===== src/rtl/scl_pkg.sv =====
// ----------------------------------------------------------------------------
// scl_pkg
// shared constants, token record and character class helper for the
// shell command tokenizer
// ----------------------------------------------------------------------------
package scl_pkg;

    localparam int POS_BITS_DEFAULT = 16;
    localparam int TOK_W            = 16;
    localparam int FIFO_DEPTH       = 4;

    // lexer modes
    localparam logic [2:0] MODE_IDLE  = 3'd0;
    localparam logic [2:0] MODE_GT    = 3'd1;
    localparam logic [2:0] MODE_AMP   = 3'd2;
    localparam logic [2:0] MODE_BAR   = 3'd3;
    localparam logic [2:0] MODE_QUOTE = 3'd4;
    localparam logic [2:0] MODE_WORD  = 3'd5;

    // token kinds
    localparam logic [3:0] K_EOF     = 4'd0;
    localparam logic [3:0] K_COMMENT = 4'd1;
    localparam logic [3:0] K_RIN     = 4'd2;
    localparam logic [3:0] K_ROUT    = 4'd3;
    localparam logic [3:0] K_APPEND  = 4'd4;
    localparam logic [3:0] K_BG      = 4'd5;
    localparam logic [3:0] K_AND     = 4'd6;
    localparam logic [3:0] K_PIPE    = 4'd7;
    localparam logic [3:0] K_OR      = 4'd8;
    localparam logic [3:0] K_NL      = 4'd9;
    localparam logic [3:0] K_STRING  = 4'd10;

    // characters
    localparam logic [7:0] CH_NUL   = 8'h00;
    localparam logic [7:0] CH_TAB   = 8'h09;
    localparam logic [7:0] CH_NL    = 8'h0A;
    localparam logic [7:0] CH_SPACE = 8'h20;
    localparam logic [7:0] CH_QUOTE = 8'h22;
    localparam logic [7:0] CH_HASH  = 8'h23;
    localparam logic [7:0] CH_AMP   = 8'h26;
    localparam logic [7:0] CH_DASH  = 8'h2D;
    localparam logic [7:0] CH_DOT   = 8'h2E;
    localparam logic [7:0] CH_SLASH = 8'h2F;
    localparam logic [7:0] CH_COLON = 8'h3A;
    localparam logic [7:0] CH_LT    = 8'h3C;
    localparam logic [7:0] CH_EQ    = 8'h3D;
    localparam logic [7:0] CH_GT    = 8'h3E;
    localparam logic [7:0] CH_UNDER = 8'h5F;
    localparam logic [7:0] CH_BAR   = 8'h7C;

    typedef struct packed {
        logic [3:0]       kind;
        logic [TOK_W-1:0] start;
        logic [TOK_W-1:0] length;
        logic [TOK_W-1:0] line;
        logic             last;
    } token_t;

    function automatic logic word_char(input logic [7:0] c);
        logic r;
        r = (c >= 8'h61 && c <= 8'h7A) || (c >= 8'h41 && c <= 8'h5A) ||
            (c >= 8'h30 && c <= 8'h39) || c == CH_UNDER || c == CH_DOT ||
            c == CH_SLASH || c == CH_DASH || c == CH_COLON || c == CH_EQ;
        return r;
    endfunction

endpackage


===== src/rtl/scl_if.sv =====
// ----------------------------------------------------------------------------
// scl_if
// valid/ready channels for characters in and tokens out
// ----------------------------------------------------------------------------
interface scl_char_if;
    logic       valid;
    logic       ready;
    logic [7:0] char_in;

    modport source (output valid, output char_in, input ready);
    modport sink   (input valid, input char_in, output ready);
endinterface

interface scl_token_if;
    logic                      valid;
    logic                      ready;
    logic [3:0]                token_kind;
    logic [scl_pkg::TOK_W-1:0] token_start;
    logic [scl_pkg::TOK_W-1:0] token_length;
    logic [scl_pkg::TOK_W-1:0] line_count;
    logic                      last_of_run;

    modport source (output valid, output token_kind, output token_start,
                    output token_length, output line_count, output last_of_run,
                    input ready);
    modport sink   (input valid, input token_kind, input token_start,
                    input token_length, input line_count, input last_of_run,
                    output ready);
endinterface


===== src/rtl/scl_lex_step.sv =====
// ----------------------------------------------------------------------------
// scl_lex_step
// next-state and token logic for one character
// ----------------------------------------------------------------------------
module scl_lex_step #(
    parameter int POS_BITS = scl_pkg::POS_BITS_DEFAULT
) (
    input  logic [7:0]                c,
    input  logic [2:0]                mode,
    input  logic [POS_BITS-1:0]       pos,
    input  logic [POS_BITS-1:0]       pstart,
    input  logic [scl_pkg::TOK_W-1:0] plen,
    input  logic [scl_pkg::TOK_W-1:0] nl,
    output logic [2:0]                mode_next,
    output logic [POS_BITS-1:0]       pos_next,
    output logic [POS_BITS-1:0]       pstart_next,
    output logic [scl_pkg::TOK_W-1:0] plen_next,
    output logic [scl_pkg::TOK_W-1:0] nl_next,
    output logic [1:0]                n_tok,
    output scl_pkg::token_t           tok0,
    output scl_pkg::token_t           tok1
);

    localparam int TW = scl_pkg::TOK_W;

    logic [POS_BITS-1:0] pos_inc;
    logic [TW-1:0]       plen_inc;

    // fresh handling of c
    logic                f_valid;
    scl_pkg::token_t     f_tok;
    logic [2:0]          f_mode;
    logic [POS_BITS-1:0] f_pos;
    logic [POS_BITS-1:0] f_start;
    logic [TW-1:0]       f_len;
    logic [TW-1:0]       f_nl;

    // pending-token handling
    logic                p_valid;
    scl_pkg::token_t     p_tok;
    logic                do_fresh;

    assign pos_inc  = (pos == '1) ? pos : pos + 1'b1;
    assign plen_inc = (plen == '1) ? plen : plen + 1'b1;

    always_comb
    begin
        f_valid     = 1'b0;
        f_tok       = '0;
        f_tok.start = TW'(pos);
        f_tok.line  = nl;
        f_tok.last  = 1'b1;
        f_mode      = scl_pkg::MODE_IDLE;
        f_pos       = pos_inc;
        f_start     = pstart;
        f_len       = plen;
        f_nl        = nl;
        case (c) inside
            scl_pkg::CH_NUL:
            begin
                f_valid      = 1'b1;
                f_tok.kind   = scl_pkg::K_EOF;
                f_tok.length = '0;
                f_pos        = '0;
            end
            scl_pkg::CH_SPACE, scl_pkg::CH_TAB:
            begin
                f_valid = 1'b0;
            end
            scl_pkg::CH_HASH:
            begin
                f_valid      = 1'b1;
                f_tok.kind   = scl_pkg::K_COMMENT;
                f_tok.length = TW'(1);
            end
            scl_pkg::CH_LT:
            begin
                f_valid      = 1'b1;
                f_tok.kind   = scl_pkg::K_RIN;
                f_tok.length = TW'(1);
            end
            scl_pkg::CH_NL:
            begin
                f_nl         = nl + 1'b1;
                f_valid      = 1'b1;
                f_tok.kind   = scl_pkg::K_NL;
                f_tok.length = TW'(1);
                f_tok.line   = nl + 1'b1;
            end
            scl_pkg::CH_GT:
            begin
                f_mode  = scl_pkg::MODE_GT;
                f_start = pos;
            end
            scl_pkg::CH_AMP:
            begin
                f_mode  = scl_pkg::MODE_AMP;
                f_start = pos;
            end
            scl_pkg::CH_BAR:
            begin
                f_mode  = scl_pkg::MODE_BAR;
                f_start = pos;
            end
            scl_pkg::CH_QUOTE:
            begin
                f_mode  = scl_pkg::MODE_QUOTE;
                f_start = pos_inc;
                f_len   = '0;
            end
            default:
            begin
                f_mode  = scl_pkg::MODE_WORD;
                f_start = pos;
                f_len   = TW'(1);
            end
        endcase
    end

    always_comb
    begin
        p_valid      = 1'b0;
        p_tok        = '0;
        p_tok.start  = TW'(pstart);
        p_tok.line   = nl;
        p_tok.length = TW'(1);
        do_fresh     = 1'b0;
        mode_next    = mode;
        pos_next     = pos;
        pstart_next  = pstart;
        plen_next    = plen;
        nl_next      = nl;
        unique case (mode)
            scl_pkg::MODE_GT, scl_pkg::MODE_AMP, scl_pkg::MODE_BAR:
            begin
                mode_next = scl_pkg::MODE_IDLE;
                p_valid   = 1'b1;
                if ((mode == scl_pkg::MODE_GT  && c == scl_pkg::CH_GT) ||
                    (mode == scl_pkg::MODE_AMP && c == scl_pkg::CH_AMP) ||
                    (mode == scl_pkg::MODE_BAR && c == scl_pkg::CH_BAR))
                begin
                    p_tok.length = TW'(2);
                    pos_next     = pos_inc;
                    p_tok.kind   = (mode == scl_pkg::MODE_GT)  ? scl_pkg::K_APPEND :
                                   (mode == scl_pkg::MODE_AMP) ? scl_pkg::K_AND :
                                                                 scl_pkg::K_OR;
                end
                else
                begin
                    do_fresh   = 1'b1;
                    p_tok.kind = (mode == scl_pkg::MODE_GT)  ? scl_pkg::K_ROUT :
                                 (mode == scl_pkg::MODE_AMP) ? scl_pkg::K_BG :
                                                               scl_pkg::K_PIPE;
                end
            end
            scl_pkg::MODE_QUOTE, scl_pkg::MODE_WORD:
            begin
                p_tok.kind   = scl_pkg::K_STRING;
                p_tok.length = plen;
                if (mode == scl_pkg::MODE_QUOTE && c == scl_pkg::CH_QUOTE)
                begin
                    mode_next = scl_pkg::MODE_IDLE;
                    p_valid   = 1'b1;
                    pos_next  = pos_inc;
                end
                else if ((mode == scl_pkg::MODE_QUOTE && c == scl_pkg::CH_NUL) ||
                         (mode == scl_pkg::MODE_WORD && !scl_pkg::word_char(c)))
                begin
                    mode_next = scl_pkg::MODE_IDLE;
                    p_valid   = 1'b1;
                    do_fresh  = 1'b1;
                end
                else
                begin
                    plen_next = plen_inc;
                    pos_next  = pos_inc;
                end
            end
            default:
            begin
                mode_next = scl_pkg::MODE_IDLE;
                do_fresh  = 1'b1;
            end
        endcase

        if (do_fresh)
        begin
            mode_next   = f_mode;
            pos_next    = f_pos;
            pstart_next = f_start;
            plen_next   = f_len;
            nl_next     = f_nl;
        end

        // order: pending token first, then the token of the fresh character
        n_tok      = {1'b0, p_valid} + {1'b0, do_fresh & f_valid};
        tok0       = p_valid ? p_tok : f_tok;
        tok0.last  = (n_tok == 2'd1);
        tok1       = f_tok;
        tok1.last  = 1'b1;
    end

endmodule


===== src/rtl/scl_fifo.sv =====
// ----------------------------------------------------------------------------
// scl_fifo
// token queue taking up to two tokens and giving one per cycle when popped
// ----------------------------------------------------------------------------
module scl_fifo #(
    parameter int DEPTH = scl_pkg::FIFO_DEPTH
) (
    input  logic            clk,
    input  logic            rst_n,
    input  logic [1:0]      push,
    input  scl_pkg::token_t din0,
    input  scl_pkg::token_t din1,
    input  logic            pop,
    output scl_pkg::token_t dout,
    output logic            not_empty,
    output logic            room2
);

    localparam int AW = $clog2(DEPTH);
    localparam int CW = $clog2(DEPTH + 1);

    scl_pkg::token_t mem [DEPTH];
    logic [AW-1:0]   wr_reg;
    logic [AW-1:0]   rd_reg;
    logic [CW-1:0]   cnt_reg;
    logic [AW-1:0]   wr_next;
    logic [AW-1:0]   rd_next;
    logic [CW-1:0]   cnt_next;
    logic [AW-1:0]   wr_plus1;

    assign wr_plus1  = (wr_reg == AW'(DEPTH - 1)) ? '0 : wr_reg + 1'b1;
    assign not_empty = (cnt_reg != '0);
    assign room2     = (cnt_reg <= CW'(DEPTH - 2));
    assign dout      = mem[rd_reg];

    always_comb
    begin
        wr_next = wr_reg;
        if (push == 2'd1)
        begin
            wr_next = wr_plus1;
        end
        else if (push == 2'd2)
        begin
            wr_next = (wr_plus1 == AW'(DEPTH - 1)) ? '0 : wr_plus1 + 1'b1;
        end
        rd_next = rd_reg;
        if (pop)
        begin
            rd_next = (rd_reg == AW'(DEPTH - 1)) ? '0 : rd_reg + 1'b1;
        end
        cnt_next = cnt_reg + CW'(push) - CW'(pop);
    end

    always_ff @(posedge clk)
    begin
        if (push != 2'd0)
        begin
            mem[wr_reg] <= din0;
        end
        if (push == 2'd2)
        begin
            mem[wr_plus1] <= din1;
        end
    end

    always_ff @(posedge clk or negedge rst_n)
    begin
        if (!rst_n)
        begin
            wr_reg  <= '0;
            rd_reg  <= '0;
            cnt_reg <= '0;
        end
        else
        begin
            wr_reg  <= wr_next;
            rd_reg  <= rd_next;
            cnt_reg <= cnt_next;
        end
    end

endmodule


===== src/rtl/shell_command_tokenizer.sv =====
// ----------------------------------------------------------------------------
// shell_command_tokenizer
// streaming lexer: one character in, zero to two tokens out
// ----------------------------------------------------------------------------
// queueing: a token enters the token queue on the transfer of the character
//   that completes it; a second token from the same character follows it
// throughput: one character per cycle, set by the combinational lexer update;
//   input stalls only while the four-entry token queue has under two free slots
// reset: asynchronous, clears lexer mode, positions, lengths, line counter
//   and the token queue
// ----------------------------------------------------------------------------
module shell_command_tokenizer #(
    parameter int POS_BITS = scl_pkg::POS_BITS_DEFAULT
) (
    input  logic         clk,
    input  logic         rst_n,
    scl_char_if.sink     chars,
    scl_token_if.source  tokens
);

    localparam int TW = scl_pkg::TOK_W;

    // lexer state
    logic [2:0]          mode_reg;
    logic [POS_BITS-1:0] pos_reg;
    logic [POS_BITS-1:0] pstart_reg;
    logic [TW-1:0]       plen_reg;
    logic [TW-1:0]       nl_reg;

    logic [2:0]          mode_next;
    logic [POS_BITS-1:0] pos_next;
    logic [POS_BITS-1:0] pstart_next;
    logic [TW-1:0]       plen_next;
    logic [TW-1:0]       nl_next;

    logic [1:0]          n_tok;
    scl_pkg::token_t     tok0;
    scl_pkg::token_t     tok1;
    scl_pkg::token_t     head;
    logic                room2;
    logic                not_empty;
    logic                in_xfer;
    logic                out_xfer;

    // a character may produce two tokens, so take it only with two free slots
    assign chars.ready = room2;
    assign in_xfer     = chars.valid && room2;
    assign out_xfer    = tokens.valid && tokens.ready;

    scl_lex_step #(
        .POS_BITS (POS_BITS)
    ) u_step (
        .c           (chars.char_in),
        .mode        (mode_reg),
        .pos         (pos_reg),
        .pstart      (pstart_reg),
        .plen        (plen_reg),
        .nl          (nl_reg),
        .mode_next   (mode_next),
        .pos_next    (pos_next),
        .pstart_next (pstart_next),
        .plen_next   (plen_next),
        .nl_next     (nl_next),
        .n_tok       (n_tok),
        .tok0        (tok0),
        .tok1        (tok1)
    );

    // state only advances on a character transfer
    always_ff @(posedge clk or negedge rst_n)
    begin
        if (!rst_n)
        begin
            mode_reg   <= scl_pkg::MODE_IDLE;
            pos_reg    <= '0;
            pstart_reg <= '0;
            plen_reg   <= '0;
            nl_reg     <= '0;
        end
        else if (in_xfer)
        begin
            mode_reg   <= mode_next;
            pos_reg    <= pos_next;
            pstart_reg <= pstart_next;
            plen_reg   <= plen_next;
            nl_reg     <= nl_next;
        end
    end

    // token queue decouples the character side from a stalled token sink
    scl_fifo #(
        .DEPTH (scl_pkg::FIFO_DEPTH)
    ) u_fifo (
        .clk       (clk),
        .rst_n     (rst_n),
        .push      (in_xfer ? n_tok : 2'd0),
        .din0      (tok0),
        .din1      (tok1),
        .pop       (out_xfer),
        .dout      (head),
        .not_empty (not_empty),
        .room2     (room2)
    );

    assign tokens.valid        = not_empty;
    assign tokens.token_kind   = head.kind;
    assign tokens.token_start  = head.start;
    assign tokens.token_length = head.length;
    assign tokens.line_count   = head.line;
    assign tokens.last_of_run  = head.last;

endmodule


===== src/flat_wrapper.sv =====
// flat-port wrapper written by rule: the top's interface ports become plain ports
module shell_command_tokenizer_flat 
#(
    parameter int POS_BITS = scl_pkg::POS_BITS_DEFAULT
)
  (clk, rst_n, chars_valid, chars_char_in, chars_ready, tokens_valid, tokens_token_kind, tokens_token_start, tokens_token_length, tokens_line_count, tokens_last_of_run, tokens_ready);
  scl_char_if chars_i ();
  scl_token_if tokens_i ();
  input  logic clk;
  input  logic rst_n;
  input wire logic [$bits(chars_i.valid)-1:0] chars_valid;
  input wire logic [$bits(chars_i.char_in)-1:0] chars_char_in;
  output wire logic [$bits(chars_i.ready)-1:0] chars_ready;
  output wire logic [$bits(tokens_i.valid)-1:0] tokens_valid;
  output wire logic [$bits(tokens_i.token_kind)-1:0] tokens_token_kind;
  output wire logic [$bits(tokens_i.token_start)-1:0] tokens_token_start;
  output wire logic [$bits(tokens_i.token_length)-1:0] tokens_token_length;
  output wire logic [$bits(tokens_i.line_count)-1:0] tokens_line_count;
  output wire logic [$bits(tokens_i.last_of_run)-1:0] tokens_last_of_run;
  input wire logic [$bits(tokens_i.ready)-1:0] tokens_ready;
  assign chars_i.valid = chars_valid;
  assign chars_i.char_in = chars_char_in;
  assign chars_ready = chars_i.ready;
  assign tokens_valid = tokens_i.valid;
  assign tokens_token_kind = tokens_i.token_kind;
  assign tokens_token_start = tokens_i.token_start;
  assign tokens_token_length = tokens_i.token_length;
  assign tokens_line_count = tokens_i.line_count;
  assign tokens_last_of_run = tokens_i.last_of_run;
  assign tokens_i.ready = tokens_ready;
  shell_command_tokenizer #(.POS_BITS(POS_BITS)) u_core (.clk(clk), .rst_n(rst_n), .chars(chars_i), .tokens(tokens_i));
endmodule

===== config.mk =====
export PLATFORM = sky130hd
export DESIGN_NAME = shell_command_tokenizer_flat
export DESIGN_NICKNAME = d
export VERILOG_FILES = /design/src/rtl/scl_pkg.sv /design/src/rtl/scl_if.sv /design/src/rtl/scl_lex_step.sv /design/src/rtl/scl_fifo.sv /design/src/rtl/shell_command_tokenizer.sv /design/src/flat_wrapper.sv
export SDC_FILE = /design/constraint.sdc
export NUM_CORES = 1
export LEC_CHECK = 0
export ABC_CLOCK_PERIOD_IN_PS = 11000
export CAP_MARGIN = 20
export CORE_UTILIZATION = 38
export DETAILED_ROUTE_END_ITERATION = 10
export DONT_BUFFER_PORTS = 1
export SYNTH_ARGS = -nofsm -noshare
export SYNTH_HDL_FRONTEND = slang
export SYNTH_SLANG_ARGS = --single-unit

===== constraint.sdc =====
create_clock -name clk -period 11 [get_ports clk]
set_input_delay 2.2 -clock clk [delete_from_list [all_inputs] [get_ports clk]]
set_output_delay 2.2 -clock clk [all_outputs]
set_load 0.02 [all_outputs]

Yosys cells after proc, flatten, opt, wreduce, memory -nomap -nowiden
Memory sizes are Yosys's and may differ from the RTL's.
Index checks and enable logic that the tools add are counted.
{ "op_classes": {"n_bitwise": 6, "mux": 83, "n_eq_ne": 42, "shifts": 0, "multipliers": 0, "div": 0, "order_cmp": 7, "n_reduce_logical": 37, "add_sub_neg": 9} }
{ "ops": {"columns": ["cell", "count"], "rows": [
  ["$mux 16", 28],
  ["$eq 8x6->1 const B", 11],
  ["$pmux 16 s2", 2],
  ["$mux 53", 1],
  ["$add 16x1->16 const B", 3],
  ["$mux 3", 13],
  ["$eq 16x16->1 const B", 2],
  ["$mux 4", 8],
  ["$ne 2x2->1 const B", 11],
  ["$mux 1", 20],
  ["$eq 8x4->1 const B", 2],
  ["$eq 8x7->1 const B", 2],
  ["$ge 8x7->1 const B", 2],
  ["$le 8x7->1 const B", 2],
  ["$mux 2", 8],
  ["$reduce_and 13->1", 1],
  ["$logic_and 1x1->1", 11],
  ["$logic_or 1x1->1", 11],
  ["$eq 2x2->1 const B", 4],
  ["$ge 8x6->1 const B", 1],
  ["$le 8x6->1 const B", 1],
  ["$logic_not 8->1", 1],
  ["$ne 4x4->1 const B", 2],
  ["$pmux 4 s2", 1],
  ["other kinds (21)", 36]
]} }
{ "totals": {"register_bits": 74, "latch_bits": 0, "mem_bits_ro": 0, "ram_bits": 212, "in_bits": 12, "memories": 1} }
{ "memory_table": {"columns": ["memory", "words", "word_bits", "read_ports", "rd_ports_with_merged_regs", "wr", "line_no", "text"], "rows": [
  ["u_core.u_fifo.mem", 4, 53, 1, 0, 2, "scl_fifo.sv:22", "scl_pkg::token_t mem [DEPTH];"]
]} }

Logic depth before layout (Yosys ltp)
{ "depth": {"depth_word": 22, "mapped_depth": 20} }

By module
From an unflattened synthesis, not the netlist that was laid out.
{ "unflattened": {"hier_cells": 1280, "hier_area_um2": 17180.2} }
{ "by_module_without_submodules": {"columns": ["mod", "instances", "seq_area_each_um2", "cells_per_inst", "area_each_um2"], "rows": [
  ["scl_fifo", 1, 6541.3, 564, 10954.3],
  ["scl_lex_step", 1, 0.0, 571, 3599.7],
  ["shell_command_tokenizer", 1, 1676.6, 145, 2626.3]
]} }

Worst setup path after synthesis
OpenSTA, ideal clock, no wires.
{ "synth_path": {"path_kind": "input -> register", "startpoint": "input chars_char_in[3]", "endpoint": "memory u_core.u_fifo.mem[0][7] (netlist name), data pin", "n_path_buf": 5, "required_ps": 10737, "arrival_time_ps": 6818, "setup_slack_ps": 3919, "cell_stages": 18, "cell_sequence": "clkbuf_1 > inv_1 > a31oi_1 > o41a_1 > a211oi_4 > inv_4 > buf_6 > buf_2 > ha_1 > nand2_1 > ha_1 > clkbuf_1 > nand2_1 > nand3b_1 > and2_1 > clkbuf_1 > clkinv_1 > o221a_1"} }
{ "synth_rtl": {"columns": ["element", "line_no", "text"], "rows": [
  ["start, declared", "flat_wrapper.sv:12", "input wire logic [$bits(chars_i.char_in)-1:0] chars_char_in;"],
  ["end, declared", "scl_fifo.sv:22", null]
]} }

==> results.tsv <==
stage	metric	value	unit
drt	wl_per_cell	22.6	um
clock_network	clock-root-buffer	clkbuf_16	
sta	setup_viol	0	
finish	regMostFlops	u_core.u_fifo.mem	
power	power_frac_clock	0.315	
yosys	synthFlopType	edfxtp_1	
yosys	synthCells	1286	
power	swShare	0.363	
power	combPwrFrac	0.283	
setup_path	crit_path_top_delay_cell	inv_2	
floorplanning	rows	71	
place	gp_congestion	0.881	
power	intPower	2.11	mW
yosys	synth_edf_count	144	
place	io_buffers	0	
setup_path	end_kind	flip-flop	
floorplanning	die-area	0.0388	mm2
setup_path	critical-path-top-delay-family	simple AND/OR/NAND/NOR gates	
sta	clock_skew	20.2	ps
yosys	synth_area_leaders	edfxtp_1 (30%), dfrtp_1 (13%), dfxtp_1 (9.4%), mux4_2 (8.3%), a22o_1 (6.9%)	
floorplanning	dieHeight	197	um
yosys	ys_types	73	
sta	worst_slew_pin_slew	1080	ps
yosys	synth_top_area_cell	edfxtp_1	
global_routing	grt_usage	0.207	
floorplanning	initial_core_util	0.385	
clock_network	path_clk_slew	60	ps
floorplanning	core-area	0.0375	mm2
drt	drc_errors	0	
finish	multi_input_area	0.00632	mm2
power	seq_power_share	0.402	
drt	via_per_inst	5.96	
yosys	synth.top_cell.area_share	0.299	
clock_network	cts.path.max_buffers	3	
drt	num_vias	10500	
setup_path	startpoint_type	input port	
power	power.density	209	mW/mm2
finish	drive_above_1_share	0.125	
global_routing	grt_pass1_vias	10200	
flow_run	maxCapViolCount	0	
place	hpwl	26200	um
yosys	synthTopCellsByCount	edfxtp_1 (144), a22o_1 (113), a21oi_1 (98), nor2_1 (89), o21ai_0 (89)	
finish	seqCellArea	0.00754	mm2
setup_path	worstPathRequired	11370	ps
yosys	synth.most_common_cell	edfxtp_1	
clock_network	numCtsBuffers	34	
floorplanning	die_width	197	um
power	switchingPower	1.20	mW
finish	final_nets	1256	
yosys	yosysSeqAreaShare	0.522	
clock_network	cts-hold-fix-buffers	0	
sta	fin_crit_sh	0.656	
global_routing	grt_overflow	0	
clock_network	cts_tree	built	
run_status	status	finished, final reports clean	
sta	period_needed	7210	ps
clock_network	ctsResizeCount	0	
setup_path	critPathMaxFanout	45	
finish	largest_register_ffs	212	
setup_path	arrival	7580	ps
worst_hold_path	hold_path_class	reg2reg	
power	leakage	5.47	nW
drt	dr.pass1.iters	6	
sta	slew_headroom	0.277	
finish	syn_to_final_growth	9.49	%
setup_path	worstSetupPathType	in2reg	
sta	finalHoldViolCount	0	
finish	fillCellCount	3591	
yosys	syn_avg_cell_area	11.2	um2
finish	final_util	0.422	
yosys	synthArstFlopShare	0.259	
drt	drtAntennaViolNets	0	
setup_path	crit_chain	or2_1 -> a2111oi_2 -> o21ai_1 -> a211oi_4 -> inv_4 -> ha_1 -> nand2_1 -> ha_1 -> nand2_1 -> nand3b_1 -> and2_1 -> inv_2 -> o21ai_0 -> nor2_1	
global_routing	grt_start_max_net_pins	75	
sta	maxSlewViolCount	0	
power	vdd_drop_max	0.000111	V
global_routing	antenna_found_initial	0	
setup_path	critPathBufInv	2	
global_routing	grt_first_pass_wirelength	61500	um
clock_network	htreeDepth	2	
sta	final.setup.tns	0	ps
clock_network	clock_sinks	286	
sta	fmaxAchievable	139	MHz
floorplanning	pin_count	67	
sta	rsz0062_at_grt	false	
drt	drtIter0Drc	940	
drt	wirelength	39900	um
finish	diodes	0	
clock_network	cts_setup_buffers	0	
yosys	syn_area	0.0144	mm2
yosys	ys_warn_count	0	
clock_network	worstSkewPairLatency	510	ps
setup_path	crit_path_max_incr_delay	940	ps
yosys	syn_nets	1316	
yosys	ys_ff_latch	286	
[placed cells by master (no fill, tap or decap), types with 16 or more instances in the layout]
cell         n
nand2_1     88
nand2b_1    16
nand3_1     40
xnor2_1     23
edfxtp_1   144
o22ai_1     17
dfxtp_1     68
clkbuf_16   34
a22o_1     113
a21oi_1     98
nor2_1      85
inv_1       21
ha_1        17
mux4_2      53
a31oi_1     16
dfrtp_1     72
o21ai_0     89
[logic make-up (layout without fill, tap and decap cells)]
logic type,Yosys count,after routing,share of synthesized area
AO/OA/AOI/OAI,416,416,0.196
AND/OR/NAND/NOR,329,329,0.112
flip-flops,286,286,0.522
buffers and inverters,138,104,0.0409
multiplexers,69,69,0.0949
XOR/XNOR,30,30,0.0182
adder cells (fa/ha/maj),18,18,0.0161
[worst paths after layout]
kind                                            endpoint  cells after the start                      from  slack, ps
worst max-delay path            u_core.u_fifo.mem[0][10]                     14          chars_char_in[7]       3790
worst min-delay path            u_core.u_fifo.mem[2][25]                      1  u_core.u_fifo.mem[2][25]        470
worst max register to register  u_core.u_fifo.mem[0][10]                     15        u_core.mode_reg[1]       5040
worst min register to register  u_core.u_fifo.mem[2][25]                      1  u_core.u_fifo.mem[2][25]        470
max in group asynchronous        u_core.u_fifo.rd_reg[0]                      0                     rst_n       9400
min in group asynchronous             u_core.mode_reg[1]                      0                     rst_n       1400
[layout make-up]
class | count | share of cell area
Clock buffer | 46 | 0.0592
Clock inverter | 16 | 0.00641
Inverter | 26 | 0.00633
Multi-Input combinational cell | 862 | 0.400
Sequential cell | 286 | 0.477
Tap cell | 511 | 0.0404
Timing Repair Buffer | 16 | 0.0107
[power groups by stage]
stage               clock network (mW)  registers, mW  logic, mW
global route                      1.10           1.35       1.01
detailed placement                   0           1.35      0.934
finish                            1.04           1.33      0.935
CTS                               1.06           1.33      0.935
floorplan                            0           1.27      0.762
global placement                     0           1.35      0.922
[stage by stage]
stage          setup WS (ps)  std cells  power [mW]  instance area [um2]  hold slack (ps)
3_3_place_gp            3530       1695        2.27                14700              458
6_report                3790       1763        3.31                15800              472
4_1_cts                 3760       1758        3.33                15700              477
2_1_floorplan           3920       1286        2.03                14400              438
3_5_place_dp            3220       1696        2.29                14700              460
5_1_grt                 3380       1763        3.46                15800              491
[per-layer routing]
metal / track usage / part of all wire / vias up
li1: - / - / 4789
met1: 0.279 / 0.43 / 5257
met2: 0.330 / 0.47 / 387
met3: 0.0438 / 0.075 / 70
met4: 0.0741 / 0.031 / 0
met5: 0 / 0 / -
Power figures use the tool's default switching activity.
